==> src/sv/wfba_pkg.sv <==
// Shared widths, codes and controller/datapath interface types of the worst-fit allocator.
`default_nettype none

package wfba_pkg;

  // Fixed field widths of the stream beats and the configuration register
  localparam int unsigned INDEX_W   = 5;
  localparam int unsigned SIZE_IN_W = 16;
  localparam int unsigned CFG_W     = 6;
  localparam int unsigned TDATA_W   = 24;
  localparam int unsigned PAD_W     = TDATA_W - INDEX_W - SIZE_IN_W;

  // Reset value of the blocks-in-use register
  localparam logic [CFG_W-1:0] CFG_RESET = 6'd32;

  // Opcodes carried in s_axis_tuser
  localparam logic OP_LOAD    = 1'b0;
  localparam logic OP_REQUEST = 1'b1;

  // Commands from the controller to the datapath
  typedef struct packed {
    logic load;     // write a free size for a load beat
    logic start;    // capture a request and clear the scan
    logic scan_rd;  // read the entry at the scan index, advance it
    logic finish;   // write back the chosen block, load the output register
  } wfba_cmd_t;

  // Status from the datapath to the controller
  typedef struct packed {
    logic n_zero;     // no block in use
    logic scan_last;  // scan index sits on the last block in use
    logic out_free;   // output register can take a result this cycle
  } wfba_sts_t;

endpackage

`default_nettype wire

==> src/sv/wfba_ctrl.sv <==
// Sequencer for load and request beats of the worst-fit allocator.
`default_nettype none

module wfba_ctrl import wfba_pkg::*; (
  input  wire logic      clk_i,
  input  wire logic      rst_ni,
  input  wire logic      in_valid_i,
  input  wire logic      in_opcode_i,
  output logic           in_ready_o,
  input  wire wfba_sts_t sts_i,
  output wfba_cmd_t      cmd_o
);

  typedef enum logic [1:0] {
    ST_IDLE,
    ST_SCAN,
    ST_LAST,
    ST_FINISH
  } state_e;

  state_e state_q, state_d;
  logic   accept;

  assign in_ready_o = (state_q == ST_IDLE);
  assign accept     = in_valid_i && in_ready_o;

  // Commands decoded from the state
  always_comb begin
    cmd_o         = '0;
    cmd_o.load    = accept && (in_opcode_i == OP_LOAD);
    cmd_o.start   = accept && (in_opcode_i == OP_REQUEST);
    cmd_o.scan_rd = (state_q == ST_SCAN);
    cmd_o.finish  = (state_q == ST_FINISH) && sts_i.out_free;
  end

  // Next state
  always_comb begin
    state_d = state_q;
    case (state_q)
      ST_IDLE: begin
        if (cmd_o.start) begin
          state_d = sts_i.n_zero ? ST_FINISH : ST_SCAN;
        end
      end
      ST_SCAN: begin
        if (sts_i.scan_last) begin
          state_d = ST_LAST;
        end
      end
      // last read entry is compared here
      ST_LAST: begin
        state_d = ST_FINISH;
      end
      ST_FINISH: begin
        if (sts_i.out_free) begin
          state_d = ST_IDLE;
        end
      end
      default: begin
        state_d = ST_IDLE;
      end
    endcase
  end

  always_ff @(posedge clk_i or negedge rst_ni) begin
    if (!rst_ni) begin
      state_q <= ST_IDLE;
    end else begin
      state_q <= state_d;
    end
  end

endmodule

`default_nettype wire

==> src/sv/wfba_dp.sv <==
// Free-size memory, scan compare, write-back and output register of the allocator.
`default_nettype none

module wfba_dp import wfba_pkg::*; #(
  parameter int unsigned BLOCK_COUNT = 32,
  parameter int unsigned SIZE_WIDTH  = 16
) (
  input  wire logic                 clk_i,
  input  wire logic                 rst_ni,
  input  wire logic                 cfg_we_i,
  input  wire logic [CFG_W-1:0]     cfg_wdata_i,
  input  wire logic [INDEX_W-1:0]   in_index_i,
  input  wire logic [SIZE_IN_W-1:0] in_size_i,
  input  wire wfba_cmd_t            cmd_i,
  output wfba_sts_t                 sts_o,
  input  wire logic                 out_ready_i,
  output logic                      out_valid_o,
  output logic                      out_alloc_o,
  output logic [INDEX_W-1:0]        out_block_o,
  output logic [SIZE_IN_W-1:0]      out_remain_o
);

  localparam int unsigned AW    = (BLOCK_COUNT > 1) ? $clog2(BLOCK_COUNT) : 1;
  localparam int unsigned CNT_W = $clog2(BLOCK_COUNT + 1);
  localparam int unsigned NW    = (CNT_W > CFG_W) ? CNT_W : CFG_W;
  localparam logic [NW-1:0] BlockCnt = NW'(BLOCK_COUNT);

  logic [CFG_W-1:0]      cfg_q;
  logic [NW-1:0]         cfg_ext, n_eff;
  logic                  load_hit;

  logic [SIZE_WIDTH-1:0] mem_q [BLOCK_COUNT];
  logic [BLOCK_COUNT-1:0] valid_q;
  logic                  mem_we;
  logic [AW-1:0]         mem_waddr;
  logic [SIZE_WIDTH-1:0] mem_wdata;

  logic [AW-1:0]         scan_idx_q;
  logic [SIZE_WIDTH-1:0] rd_q;
  logic                  rd_vld_q;
  logic [AW-1:0]         rd_idx_q;
  logic                  cmp_q;
  logic [SIZE_WIDTH-1:0] entry;
  logic                  take;

  logic [SIZE_WIDTH-1:0] req_q;
  logic                  found_q;
  logic [AW-1:0]         best_idx_q;
  logic [SIZE_WIDTH-1:0] best_sz_q;
  logic [SIZE_WIDTH-1:0] remain;

  logic                  out_valid_q;
  logic                  out_alloc_q;
  logic [INDEX_W-1:0]    out_block_q;
  logic [SIZE_IN_W-1:0]  out_remain_q;

  // Blocks in use, clamped to the table depth
  always_ff @(posedge clk_i or negedge rst_ni) begin
    if (!rst_ni) begin
      cfg_q <= CFG_RESET;
    end else if (cfg_we_i) begin
      cfg_q <= cfg_wdata_i;
    end
  end

  assign cfg_ext  = NW'(cfg_q);
  assign n_eff    = (cfg_ext > BlockCnt) ? BlockCnt : cfg_ext;
  assign load_hit = (NW'(in_index_i) < n_eff);

  // Status to the controller
  always_comb begin
    sts_o           = '0;
    sts_o.n_zero    = (n_eff == '0);
    sts_o.scan_last = (NW'(scan_idx_q) == (n_eff - NW'(1)));
    sts_o.out_free  = !out_valid_q || out_ready_i;
  end

  // Write port: load beats and allocation write-back
  assign remain    = best_sz_q - req_q;
  assign mem_we    = (cmd_i.load && load_hit) || (cmd_i.finish && found_q);
  assign mem_waddr = cmd_i.load ? AW'(in_index_i) : best_idx_q;
  assign mem_wdata = cmd_i.load ? SIZE_WIDTH'(in_size_i) : remain;

  always_ff @(posedge clk_i) begin
    if (mem_we) begin
      mem_q[mem_waddr] <= mem_wdata;
    end
    rd_q <= mem_q[scan_idx_q];
  end

  // Written-entry flags; an unwritten entry reads as zero
  always_ff @(posedge clk_i or negedge rst_ni) begin
    if (!rst_ni) begin
      valid_q <= '0;
    end else if (mem_we) begin
      valid_q[mem_waddr] <= 1'b1;
    end
  end

  // Scan index and read pipeline
  always_ff @(posedge clk_i or negedge rst_ni) begin
    if (!rst_ni) begin
      cmp_q <= 1'b0;
    end else begin
      cmp_q <= cmd_i.scan_rd;
    end
  end

  always_ff @(posedge clk_i) begin
    if (cmd_i.start) begin
      scan_idx_q <= '0;
    end else if (cmd_i.scan_rd) begin
      scan_idx_q <= scan_idx_q + AW'(1);
    end
    rd_idx_q <= scan_idx_q;
    rd_vld_q <= valid_q[scan_idx_q];
  end

  // Worst-fit compare: largest fitting size, first index wins a tie
  assign entry = rd_vld_q ? rd_q : '0;
  assign take  = cmp_q && (entry >= req_q) && (!found_q || (entry > best_sz_q));

  always_ff @(posedge clk_i or negedge rst_ni) begin
    if (!rst_ni) begin
      found_q <= 1'b0;
    end else if (cmd_i.start) begin
      found_q <= 1'b0;
    end else if (take) begin
      found_q <= 1'b1;
    end
  end

  always_ff @(posedge clk_i) begin
    if (cmd_i.start) begin
      req_q <= SIZE_WIDTH'(in_size_i);
    end
    if (take) begin
      best_idx_q <= rd_idx_q;
      best_sz_q  <= entry;
    end
  end

  // Output register
  always_ff @(posedge clk_i or negedge rst_ni) begin
    if (!rst_ni) begin
      out_valid_q <= 1'b0;
    end else if (cmd_i.finish) begin
      out_valid_q <= 1'b1;
    end else if (out_ready_i) begin
      out_valid_q <= 1'b0;
    end
  end

  always_ff @(posedge clk_i) begin
    if (cmd_i.finish) begin
      out_alloc_q  <= found_q;
      out_block_q  <= found_q ? INDEX_W'(best_idx_q) : '0;
      out_remain_q <= found_q ? SIZE_IN_W'(remain) : '0;
    end
  end

  assign out_valid_o  = out_valid_q;
  assign out_alloc_o  = out_alloc_q;
  assign out_block_o  = out_block_q;
  assign out_remain_o = out_remain_q;

endmodule

`default_nettype wire

==> src/sv/worst_fit_block_allocator_unit.sv <==
// Top level of the worst-fit block allocator.
// A load beat (tuser 0) writes one block's free size and gives no
// result; a load beyond the blocks in use is dropped. A request beat (tuser 1) scans
// the free-size memory one entry per cycle through its single read port and takes the
// largest size that fits, lowest index on a tie, then writes the reduced size back;
// the scan covers the blocks in use clamped to BLOCK_COUNT and is skipped with no
// block in use. The input is ready only between items, while the result register
// lets the next beat be taken before the previous result is drained. After reset
// every free size reads as zero through per-entry written flags, so no clearing
// pass is needed.
`default_nettype none

module worst_fit_block_allocator_unit import wfba_pkg::*; #(
  parameter int unsigned BLOCK_COUNT = 32,
  parameter int unsigned SIZE_WIDTH  = 16
) (
  input  wire logic               clk_i,
  input  wire logic               rst_ni,
  input  wire logic               cfg_we_i,
  input  wire logic [CFG_W-1:0]   cfg_wdata_i,    // blocks_in_use
  input  wire logic               s_axis_tvalid,
  output logic                    s_axis_tready,
  input  wire logic [TDATA_W-1:0] s_axis_tdata,   // block_index, size_value, zero pad
  input  wire logic               s_axis_tuser,   // opcode
  output logic                    m_axis_tvalid,
  input  wire logic               m_axis_tready,
  output logic [TDATA_W-1:0]      m_axis_tdata,   // chosen_block, block_remaining, zero pad
  output logic                    m_axis_tuser    // allocated
);

  wfba_cmd_t            cmd;
  wfba_sts_t            sts;
  logic                 out_alloc;
  logic [INDEX_W-1:0]   out_block;
  logic [SIZE_IN_W-1:0] out_remain;

  wfba_ctrl u_ctrl (
    .clk_i       (clk_i),
    .rst_ni      (rst_ni),
    .in_valid_i  (s_axis_tvalid),
    .in_opcode_i (s_axis_tuser),
    .in_ready_o  (s_axis_tready),
    .sts_i       (sts),
    .cmd_o       (cmd)
  );

  wfba_dp #(
    .BLOCK_COUNT (BLOCK_COUNT),
    .SIZE_WIDTH  (SIZE_WIDTH)
  ) u_dp (
    .clk_i        (clk_i),
    .rst_ni       (rst_ni),
    .cfg_we_i     (cfg_we_i),
    .cfg_wdata_i  (cfg_wdata_i),
    .in_index_i   (s_axis_tdata[INDEX_W-1:0]),
    .in_size_i    (s_axis_tdata[INDEX_W+SIZE_IN_W-1:INDEX_W]),
    .cmd_i        (cmd),
    .sts_o        (sts),
    .out_ready_i  (m_axis_tready),
    .out_valid_o  (m_axis_tvalid),
    .out_alloc_o  (out_alloc),
    .out_block_o  (out_block),
    .out_remain_o (out_remain)
  );

  // Pack the result beat
  assign m_axis_tdata = {{PAD_W{1'b0}}, out_remain, out_block};
  assign m_axis_tuser = out_alloc;

  // A failed request carries all-zero data
  assert property (@(posedge clk_i) disable iff (!rst_ni)
    (m_axis_tvalid && !m_axis_tuser) |-> (m_axis_tdata == '0))
    else $error("not-allocated result with nonzero data");

  // A request beat holds off the input while it scans
  assert property (@(posedge clk_i) disable iff (!rst_ni)
    (s_axis_tvalid && s_axis_tready && (s_axis_tuser == OP_REQUEST)) |=> !s_axis_tready)
    else $error("input ready during a request scan");

  // A load beat leaves the input ready again in the next cycle
  assert property (@(posedge clk_i) disable iff (!rst_ni)
    (s_axis_tvalid && s_axis_tready && (s_axis_tuser == OP_LOAD)) |=> s_axis_tready)
    else $error("input not ready after a load beat");

endmodule

`default_nettype wire

==> config.mk <==
export PLATFORM = sky130hd
export DESIGN_NAME = worst_fit_block_allocator_unit
export DESIGN_NICKNAME = d
export VERILOG_FILES = /design/src/sv/wfba_pkg.sv /design/src/sv/wfba_ctrl.sv /design/src/sv/wfba_dp.sv /design/src/sv/worst_fit_block_allocator_unit.sv
export SDC_FILE = /design/constraint.sdc
export NUM_CORES = 1
export LEC_CHECK = 0
export BUFFER_PORTS_ARGS = -buffer_cell sky130_fd_sc_hd__buf_2
export CORE_MARGIN = 2
export CORE_UTILIZATION = 36
export CTS_CLUSTER_DIAMETER = 80
export DETAILED_ROUTE_END_ITERATION = 10
export SLEW_MARGIN = 20
export SYNTH_ARGS = -nofsm -noshare
export SYNTH_HDL_FRONTEND = slang
export SYNTH_SLANG_ARGS = --single-unit
export TNS_END_PERCENT = 50
==> constraint.sdc <==
create_clock -name clk_i -period 4.77 [get_ports clk_i]
set_input_delay 0.2385 -clock clk_i [delete_from_list [all_inputs] [get_ports clk_i]]
set_output_delay 0.2385 -clock clk_i [all_outputs]
set_load 0.03 [all_outputs]
==> run_results.csv, run 1 <==
group,metric,value,unit
setup_path,r2r-end,"u_dp.best_sz_q[11]$_DFFE_PP_",
layout,drive_above_1_share,29.7,%
global_route,grt_util_all_layers,16.2,%
floorplanning,die_y,274,µm
drt,postRouteWirelength,59800,µm
placement,io_buffers,56,
synth,ys_top_cells_by_area,"edfxtp_1 (66%), mux4_2 (15%), dfrtp_1 (4.0%)",
timing,rsz0062_at_grt,"false",
timing,setup_violations,0,
setup_path,path_cells,"nand2_1, ha_1, nand2b_1, a21oi_1, o21ai_0, a211oi_1, o311ai_0, nand3_1, a311oi_4, buf_4",
setup_path,r2r_slack,1300,ps
clock_tree,cts.path.max_buffers,3,
timing,fmax,0.288,GHz
synth,synthFlopType,"edfxtp_1",
clock_tree,cts_sinks,641,
layout,nets,1593,
clock_tree,clk_pin_slew,60,ps
layout,area_growth,15.9,%
placement,hpwl,36300,µm
setup_path,worst_r2r_path_depth,10,
layout,nFillCells,6211,
drt,drc,0,
synth,synth_area_leader_cell,"edfxtp_1",
clock_tree,clock_latency,610,ps
setup_path,criticalPathCategory,"register to register",
floorplanning,die_w,274,µm
job,maxCapViolations,0,
layout,fin_cells,2498,
clock_tree,cts_setup_buffers,0,
drt,via_per_inst,5.27,
synth,synth_enable_flop_cells,571,
setup_path,end_kind,"register",
global_route,antenna_found_initial,1,
floorplanning,coreArea,0.0717,mm²
placement,gp_congestion,0.813,
drt,vias,13200,
placement,dp_cells,2349,
timing,timing.final.ws_setup,1300,ps
min_path,hold_class,"input port to async pin",
synth,yosys_warnings,0,
global_route,grt_pass1_vias,13600,
layout,antenna_cells,0,
synth,async_flop_share,6.71,%
status,status,"complete, no violations",
timing,hold_viol,0,
clock_tree,cts_tree,"yes",
timing,fin_setup_tns,0,ps
setup_path,arrival,3750,ps
synth,synthCells,1345,
setup_path,critical_path.slowest_cell,"dfxtp_1",
placement,place_ws,1250,ps
global_route,grt_start_max_net_pins,63,
clock_tree,post_cts_resized,0,
synth,synth_cell_types,58,
timing,drv_slew,0,
clock_tree,htree_levels,3,
layout,register_area,0.0188,mm²
drt,first_pass_iters,5,
floorplanning,pin_count,63,
timing,slew_headroom,27.3,%
floorplanning,initial_core_util,36.5,%
layout,multi_input_area,0.00710,mm²
timing,clock_skew,26.3,ps
synth,syn_area,0.0262,mm²
synth,ys_seq_area_share,71.7,%
setup_path,critPathRequiredTime,5050,ps
timing,period_minus_slack,3470,ps
setup_path,crit_path_max_incr_delay,610,ps
drt,drtIter0Drc,1117,
synth,synth.top_cell.area_share,65.6,%
timing,tightest_slew,1090,ps
global_route,globalRouteOverflowTotal,0,
clock_tree,cts_root_buf,"clkbuf_16",
synth,syn_area_per_cell,19.4,µm²
drt,ant_nets,0,
global_route,grt_first_pass_wirelength,89100,µm
setup_path,worstSetupStartpointType,"register",
setup_path,reg2reg_from,"u_dp.rd_vld_q$_DFF_P_",
timing,period_share,72.7,%
power,leakage,0.0102,µW
drt,post_drt_wl_per_cell,23.9,µm
synth,synth.ff_latch_count,641,
clock_tree,numCtsBuffers,67,
power,power_density,547,mW/mm²
floorplanning,die_area,0.0748,mm²
setup_path,crit_fanout,16,
floorplanning,num_rows,98,
power,peakVddDrop,364,µV
metrics by stage:
stage | utilization, % | area, µm² | hold WS, ps | total power (µW)
finish | 42.3 | 30300 | 179 | 16600
detailed placement | 39.0 | 28000 | 390 | 11800
CTS | 42.3 | 30300 | 270 | 16800
global route | 42.3 | 30300 | 237 | 17300
global placement | 39.0 | 28000 | 386 | 11700
floorplan | - | 26200 | -57.1 | 10300
cells in the mapped netlist, types with 4 or more instances:
cell type,count
dfxtp_1,27
clkbuf_1,37
nand2b_1,8
o21bai_1,33
a21o_1,10
nor2b_1,6
o21a_1,7
nor2_1,59
xnor2_1,13
mux2i_1,5
and3_1,5
and2_1,31
ha_1,58
nor3_1,6
edfxtp_1,571
xor2_1,9
nand3_1,5
mux2_2,27
nand3b_1,5
buf_2,15
buf_6,5
inv_1,42
nor4_1,4
mux4_2,170
a21oi_1,19
o21ai_0,20
nor3b_1,4
nand2_1,52
dfrtp_1,42
nand4_1,7
kinds of logic (layout without fill, tap and decap cells):
kind of cell               after synthesis  in the layout  synth area share (%)
DFF                                    641            641                  71.7
muxes                                  202            202                  16.0
and+or+nand+nor                        199            199                  3.72
AOI/OAI and AO/OA                      117            117                  3.19
buffers and inverters                  104            305                  1.75
adders and majority gates               59             59                  2.85
xor gates and xnor gates                22             22                 0.737
other                                    1              3                0.0143
worst max-delay path by stage:
stage / to / cells after the start / from / slack, ps
after detailed placement: u_dp.best_sz_q[11]$_DFFE_PP_ / 10 / u_dp.rd_vld_q$_DFF_P_ / 1250
after global placement: u_dp.mem_q[4][12]$_DFFE_PP_ / 10 / u_dp.cfg_ext[5]$_DFFE_PN1P_ / 1350
final: u_dp.best_sz_q[11]$_DFFE_PP_ / 10 / u_dp.rd_vld_q$_DFF_P_ / 1300
after global routing: u_dp.best_sz_q[10]$_DFFE_PP_ / 10 / u_dp.rd_vld_q$_DFF_P_ / 1110
after CTS: u_dp.best_sz_q[11]$_DFFE_PP_ / 10 / u_dp.rd_vld_q$_DFF_P_ / 1200
after floorplan: u_dp.best_idx_q[0]$_DFFE_PP_ / 10 / u_dp.rd_vld_q$_DFF_P_ / 950
routing by layer:
metal	up-vias	share of wire [%]	wire [µm]	track usage (%)
met4	0	2.6	1530	5.39
met2	423	48	28500	26.1
li1	5696	-	-	-
met3	82	5.8	3440	2.50
met1	6952	44	26300	22.5
met5	-	0	0	0
placed cells by master (no fill, tap or decap), types with 8 or more instances in the layout:
master	n
clkbuf_1	20
a21oi_1	17
xor2_1	9
dlygate4sd3_1	30
buf_4	55
clkinv_1	9
clkbuf_16	67
ha_1	58
buf_2	55
clkinv_2	8
o21bai_1	33
and2_1	31
a21o_1	10
dfrtp_1	42
xnor2_1	13
nand2b_1	8
o21ai_0	15
dfxtp_1	23
inv_1	42
mux2_2	27
mux4_2	170
nand2_1	49
edfxtp_1	571
nor2_2	33
nor2_1	26
layout make-up:
cell class / instances / share of cell area [%]
clock buffers: 91 / 5.96
inverters: 42 / 0.520
multi-input cells: 602 / 23.4
repair buffers: 144 / 3.52
well taps: 950 / 3.92
flip-flops and latches: 641 / 61.9
clock inverters: 28 / 0.751
state kept, by name, summed over array words and instances (netlist names):
signal / cells
u_dp.out_block_o: 5
u_dp.rd_idx_q: 5
u_dp.cfg_ext: 6
u_dp.valid_q: 32
u_dp.out_alloc_o: 1
u_dp.scan_idx_q: 5
u_dp.rd_q: 16
u_ctrl.state_q: 2
u_dp.out_valid_o: 1
u_dp.best_idx_q: 5
u_dp.mem_q: 512
u_dp.rd_vld_q: 1
u_dp.req_q: 16
u_dp.cmp_q: 1
u_dp.out_remain_o: 16
u_dp.found_q: 1
u_dp.best_sz_q: 16
power breakdown:
| group | internal (µW) | switching [µW] |
|---|---|---|
| Clock | 2780 | 2110 |
| Combinational | 2020 | 2360 |
| Sequential | 6910 | 396 |
worst max-delay path, delay by kind of cell, from the launching register on:
family,cells,cell delay [ps]
compound gates,5,1360
buf+inv,1,340
flops,1,610
simple gates,3,520
fa+ha+maj,1,320
what timing repair did:
item,in CTS,in global routing
hold buffers,30,0
setup endpoints to repair,0,0
endpoints found under the hold margin,65,0
(Power assumes the default switching activity.)
==> run 2, diff against run 1 <==
==> constraint.sdc (replaced) <==
create_clock -name clk_i -period 3.3 [get_ports clk_i]
set_input_delay 0.165 -clock clk_i [delete_from_list [all_inputs] [get_ports clk_i]]
set_output_delay 0.165 -clock clk_i [all_outputs]
set_load 0.03 [all_outputs]
==> run_results.csv, run 2 (synthesis results as in run 1) <==
group,metric,value,unit
layout,drive_above_1_share,30.8,%
layout,regMostFlops,"u_dp.mem_q",
timing,clock_skew,25.0,ps
timing,drv_slew,0,
setup_path,worstSetupStartpointType,"register",
setup_path,r2r_slack,220,ps
power,peakVddDrop,450,µV
timing,tightest_slew,946,ps
global_route,grt_util_all_layers,16.4,%
setup_path,path_cells,"nand2b_1, ha_1, a21o_1, a2111oi_2, nor4_1, o2bb2ai_4, nand2_2, nor2_2, buf_12",
floorplanning,initial_core_util,36.5,%
clock_tree,cts_tree,"yes",
setup_path,worst_r2r_path_depth,9,
setup_path,cp-endpoint,"u_dp.mem_q[27][7]$_DFFE_PP_",
drt,drc,0,
setup_path,critPathBufInv,1,
min_path,hold_class,"input port to async pin",
setup_path,critPathRequiredTime,3580,ps
layout,nFillCells,6180,
drt,ant_nets,0,
drt,via_per_inst,5.23,
floorplanning,die_w,274,µm
global_route,grt_first_pass_wirelength,89100,µm
power,leakage,0.0105,µW
layout,top_regs,"u_dp.mem_q: 512 flops, u_dp.valid_q: 32 flops",
layout,layout_commonest_cell,"edfxtp_1",
power,power.total,24600,µW
clock_tree,htree_levels,3,
placement,place_ws,139,ps
clock_tree,cts_root_buf,"clkbuf_16",
setup_path,crit_family,"simple AND/OR/NAND/NOR gates",
placement,io_buffers,56,
floorplanning,die_y,274,µm
clock_tree,cts_setup_buffers,0,
placement,hpwl,36400,µm
timing,rsz0062_at_grt,"false",
floorplanning,num_rows,98,
setup_path,path_depth,9,
clock_tree,numCtsBuffers,69,
timing,fin_setup_tns,0,ps
power,power_density,790,mW/mm²
timing,hold_viol,0,
drt,drtIter0Drc,939,
global_route,globalRouteOverflowTotal,0,
layout,largest_register_ffs,512,
job,maxCapViolations,0,
timing,period_minus_slack,3080,ps
layout,antenna_cells,0,
global_route,grt_start_max_net_pins,44,
placement,gp_congestion,0.841,
setup_path,crit_path_max_incr_delay,630,ps
drt,vias,13200,
timing,period_share,93.2,%
timing,slew_headroom,36.9,%
setup_path,r2r-end,"u_dp.mem_q[27][7]$_DFFE_PP_",
setup_path,critical_path.slowest_cell,"dfstp_2",
clock_tree,clock_latency,610,ps
clock_tree,cts.path.max_buffers,3,
floorplanning,pin_count,63,
timing,setup_violations,0,
layout,layout_common_cells,"edfxtp_1 (571), mux4_2 (170), clkbuf_16 (71), ha_1 (58), buf_2 (55)",
layout,nets,1620,
drt,post_drt_wl_per_cell,23.9,µm
drt,first_pass_iters,7,
setup_path,criticalPathCategory,"register to register",
clock_tree,cts_sinks,641,
layout,area_growth,18.9,%
timing,fmax,0.325,GHz
clock_tree,clk_pin_slew,60,ps
drt,postRouteWirelength,60400,µm
setup_path,arrival,3360,ps
floorplanning,die_area,0.0748,mm²
timing,timing.final.ws_setup,225,ps
global_route,grt_pass1_vias,13800,
layout,post-route-util,43.3,%
setup_path,crit_fanout,16,
status,status,"complete, no violations",
floorplanning,coreArea,0.0717,mm²
setup_path,reg2reg_from,"u_dp.cfg_ext[5]$_DFFE_PN1P_",
setup_path,end_kind,"register",
global_route,antenna_found_initial,2,
setup_path,cp-startpoint,"u_dp.cfg_ext[5]$_DFFE_PN1P_",
run 2: cell types whose count changed in the layout (fill, tap and decap cells not counted), moves of 3 or more:
cell	change
buf_12	+31
clkinv_1	+10
clkbuf_1	-8
buf_4	-6
bufinv_16	+6
clkbuf_16	+4
clkbuf_8	-4
inv_6	-4
nand2_1	+3
nand2_2	-3
run 2: worst min-delay path by stage:
| stage | startpoint | endpoint | slack (ps) |
|---|---|---|---|
| 2_1_floorplan | rst_ni | u_ctrl.state_q[0]$_DFFE_PN0P_ | -130 |
| 4_1_cts | s_axis_tvalid | u_dp.scan_idx_q[3]$_SDFFE_PP0P_ | 90 |
| 3_5_place_dp | s_axis_tdata[7] | u_dp.req_q[2]$_DFFE_PP_ | 360 |
| 5_1_grt | s_axis_tvalid | u_dp.scan_idx_q[2]$_SDFFE_PP0P_ | 150 |
| 3_3_place_gp | rst_ni | u_dp.out_valid_o$_DFFE_PN0P_ | 360 |
| 6_report | rst_ni | u_dp.out_valid_o$_DFFE_PN0P_ | 100 |
run 2: metrics by stage:
stage,instance area (µm²),hold WS [ps],instances
after CTS,31100,94.4,2529
after detailed placement,28500,359,2374
after floorplan,26200,-131,1347
after global routing,31100,147,2529
after global placement,28500,359,2374
final,31100,97.3,2529
run 2: metal layers:
| layer | up-vias | part of all wire (%) | wire length [µm] | GRT usage [%] |
|---|---|---|---|---|
| li1 | 5764 | - | - | - |
| met1 | 7015 | 43 | 25900 | 22.2 |
| met2 | 360 | 50 | 30100 | 27.4 |
| met3 | 81 | 5.3 | 3200 | 2.26 |
| met4 | 0 | 2.1 | 1270 | 5.16 |
| met5 | - | 0 | 0 | 0 |
run 2: report_power, final:
group	leakage [µW]	internal [µW]	switching, µW
sequential	0.00594	9980	473
combinational	0.00350	3080	3350
clock	0.00110	4570	3120
total	0.0105	17600	6940
run 2: final cells by class:
class	instances	area [µm²]	share of cell area (%)
Clock inverter	42	424	1.36
Sequential cell	641	18800	60.4
Timing Repair Buffer	169	1640	5.29
Multi-Input combinational cell	602	7080	22.8
Clock buffer	83	1820	5.86
Inverter	42	158	0.507
Tap cell	950	1190	3.82
run 2: timing repair:
action | 4_1_cts | 5_1_grt
hold buffers | 30 | 0
gates resized for setup | 0 | 1
hold endpoints to repair | 65 | 0
setup endpoints to repair | 0 | 32
==> run 3, diff against run 2 <==
--- a/config.mk
+++ b/config.mk
@@ -10,6 +10,7 @@
 export CORE_UTILIZATION = 36
 export CTS_CLUSTER_DIAMETER = 80
 export DETAILED_ROUTE_END_ITERATION = 10
+export PLACE_DENSITY = 0.61
 export SLEW_MARGIN = 20
 export SYNTH_ARGS = -nofsm -noshare
 export SYNTH_HDL_FRONTEND = slang
==> constraint.sdc (replaced) <==
create_clock -name clk_i -period 3.3 [get_ports clk_i]
set_input_delay 0.495 -clock clk_i [delete_from_list [all_inputs] [get_ports clk_i]]
set_output_delay 0.495 -clock clk_i [all_outputs]
set_load 0.03 [all_outputs]
==> run_results.csv, run 3 (synthesis results as in run 1) <==
group,metric,value,unit
power,p_int,17600,µW
clock_tree,htree_levels,3,
clock_tree,numCtsBuffers,68,
timing,whs,61.4,ps
layout,nets,1593,
power,swShare,28.1,%
drt,via_per_inst,5.24,
power,combPwrFrac,26.0,%
setup_path,crit_fanout,32,
setup_path,critical_path.slowest_cell,"o21ai_0",
drt,post_drt_wl_per_cell,24.0,µm
timing,period_share,93.5,%
power,seq_power_share,43.0,%
layout,top_regs,"u_dp.mem_q: 512 flops, u_dp.valid_q: 32 flops",
clock_tree,cts_sinks,641,
layout,largest_register_ffs,512,
placement,hpwl,36600,µm
power,p_switching,6860,µW
placement,io_buffers,56,
timing,setup_violations,0,
setup_path,crit_path_max_incr_delay,410,ps
global_route,antenna_found_initial,0,
drt,drtIter0Drc,1411,
clock_tree,cts_hold_buf,0,
timing,clock_skew,25.7,ps
timing,fmax,0.324,GHz
setup_path,r2r_slack,210,ps
floorplanning,num_rows,98,
power,power_density,792,mW/mm²
placement,dp_cells,2378,
layout,area_growth,17.9,%
power,peakVddDrop,449,µV
layout,nFillCells,6132,
power,leakage,0.0104,µW
global_route,grt_first_pass_wirelength,89700,µm
setup_path,worstSetupStartpointType,"register",
floorplanning,coreArea,0.0717,mm²
timing,rsz0062_at_grt,"false",
power,power.total,24400,µW
setup_path,critPathRequiredTime,3620,ps
setup_path,criticalPathCategory,"register to register",
setup_path,worst_r2r_path_depth,10,
clock_tree,clock_latency,600,ps
min_path,hold_class,"input port to async pin",
floorplanning,die_w,274,µm
setup_path,crit_family,"compound AO/OA/AOI/OAI gates",
layout,layout_commonest_cell,"edfxtp_1",
layout,fin_area,0.0308,mm²
drt,postRouteWirelength,60000,µm
drt,ant_nets,0,
global_route,globalRouteOverflowTotal,0,
floorplanning,die_area,0.0748,mm²
timing,slew_headroom,34.3,%
global_route,grt_util_all_layers,16.4,%
timing,tightest_slew,986,ps
layout,drive_above_1_share,31.7,%
setup_path,path_depth,10,
drt,drc,0,
floorplanning,initial_core_util,36.5,%
drt,first_pass_iters,5,
setup_path,path_cells,"inv_1, ha_1, nor2b_1, o31a_1, o21ai_0, a221oi_1, a221o_1, xnor2_1, o21ai_2, buf_4",
status,status,"complete, no violations",
layout,fin_cells,2503,
floorplanning,pin_count,63,
global_route,grt_pass1_vias,13600,
layout,layout_common_cells,"edfxtp_1 (571), mux4_2 (170), clkbuf_16 (71), ha_1 (58), buf_2 (56)",
layout,post-route-util,43.0,%
placement,place_area,0.0286,mm²
setup_path,r2r-end,"u_dp.mem_q[16][15]$_DFFE_PP_",
clock_tree,cts_root_buf,"clkbuf_16",
clock_tree,cts_setup_buffers,0,
floorplanning,die_y,274,µm
timing,period_minus_slack,3090,ps
clock_tree,clk_pin_slew,60,ps
setup_path,end_kind,"register",
setup_path,arrival,3400,ps
timing,hold_viol,0,
layout,regMostFlops,"u_dp.mem_q",
setup_path,cp-startpoint,"u_dp.req_q[1]$_DFFE_PP_",
placement,gp_congestion,0.823,
timing,drv_slew,0,
job,maxCapViolations,0,
global_route,grt_start_max_net_pins,44,
setup_path,reg2reg_from,"u_dp.req_q[1]$_DFFE_PP_",
drt,vias,13100,
setup_path,critPathBufInv,2,
clock_tree,cts_tree,"yes",
clock_tree,cts.path.max_buffers,3,
layout,antenna_cells,0,
setup_path,cp-endpoint,"u_dp.mem_q[16][15]$_DFFE_PP_",
power,pwr-share-clk,31.0,%
-- run 3: cell type report --
| class | instances | area (µm²) | share of cell area, % |
|---|---|---|---|
| inverter | 42 | 158 | 0.511 |
| clock buffer | 95 | 1940 | 6.28 |
| clock inverter | 30 | 302 | 0.978 |
| tap | 950 | 1190 | 3.85 |
| timing repair buffer | 143 | 1400 | 4.53 |
| multi-input combinational | 602 | 7080 | 23.0 |
| sequential | 641 | 18800 | 60.9 |
-- run 3: repair_timing --
action,4_1_cts,5_1_grt
hold endpoints to repair,0,0
gates resized for setup,0,1
endpoints found under the setup margin,0,32
-- run 3: power by group through the flow --
stage	Combinational (µW)	Sequential, µW	Clock, µW
global placement	6340	10600	0
global route	6860	10600	8060
finish	6350	10500	7570
detailed placement	6470	10700	0
CTS	6490	10500	7760
floorplan	4460	10400	0
-- run 3: worst min path at each step --
| stage | from | end | slack (ps) |
|---|---|---|---|
| after floorplan | rst_ni | u_ctrl.state_q[0]$_DFFE_PN0P_ | 200 |
| after global placement | u_dp.rd_idx_q[3]$_DFF_P_ | u_dp.best_idx_q[3]$_DFFE_PP_ | 390 |
| after detailed placement | u_dp.rd_idx_q[0]$_DFF_P_ | u_dp.best_idx_q[0]$_DFFE_PP_ | 390 |
| after CTS | rst_ni | u_ctrl.state_q[1]$_DFFE_PN0P_ | 50 |
| after global routing | s_axis_tdata[12] | u_dp.req_q[7]$_DFFE_PP_ | 70 |
| final | rst_ni | u_ctrl.state_q[1]$_DFFE_PN0P_ | 60 |
-- run 3: routing by layer --
metal,global-route usage [%],share of wire [%],wire [µm],vias to the layer above
met5,0,0,0,-
met4,4.10,1.7,1010,0
met3,3.54,6.4,3850,80
met2,26.6,48,28800,403
met1,22.7,44,26300,6932
li1,-,-,-,5704
-- run 3: per-stage QoR --
step	TNS [ps]	worst slack, ps
floorplan	-23840	-85.6
global placement	0	214
detailed placement	0	130
CTS	0	120
global route	0	65.8
finish	0	214
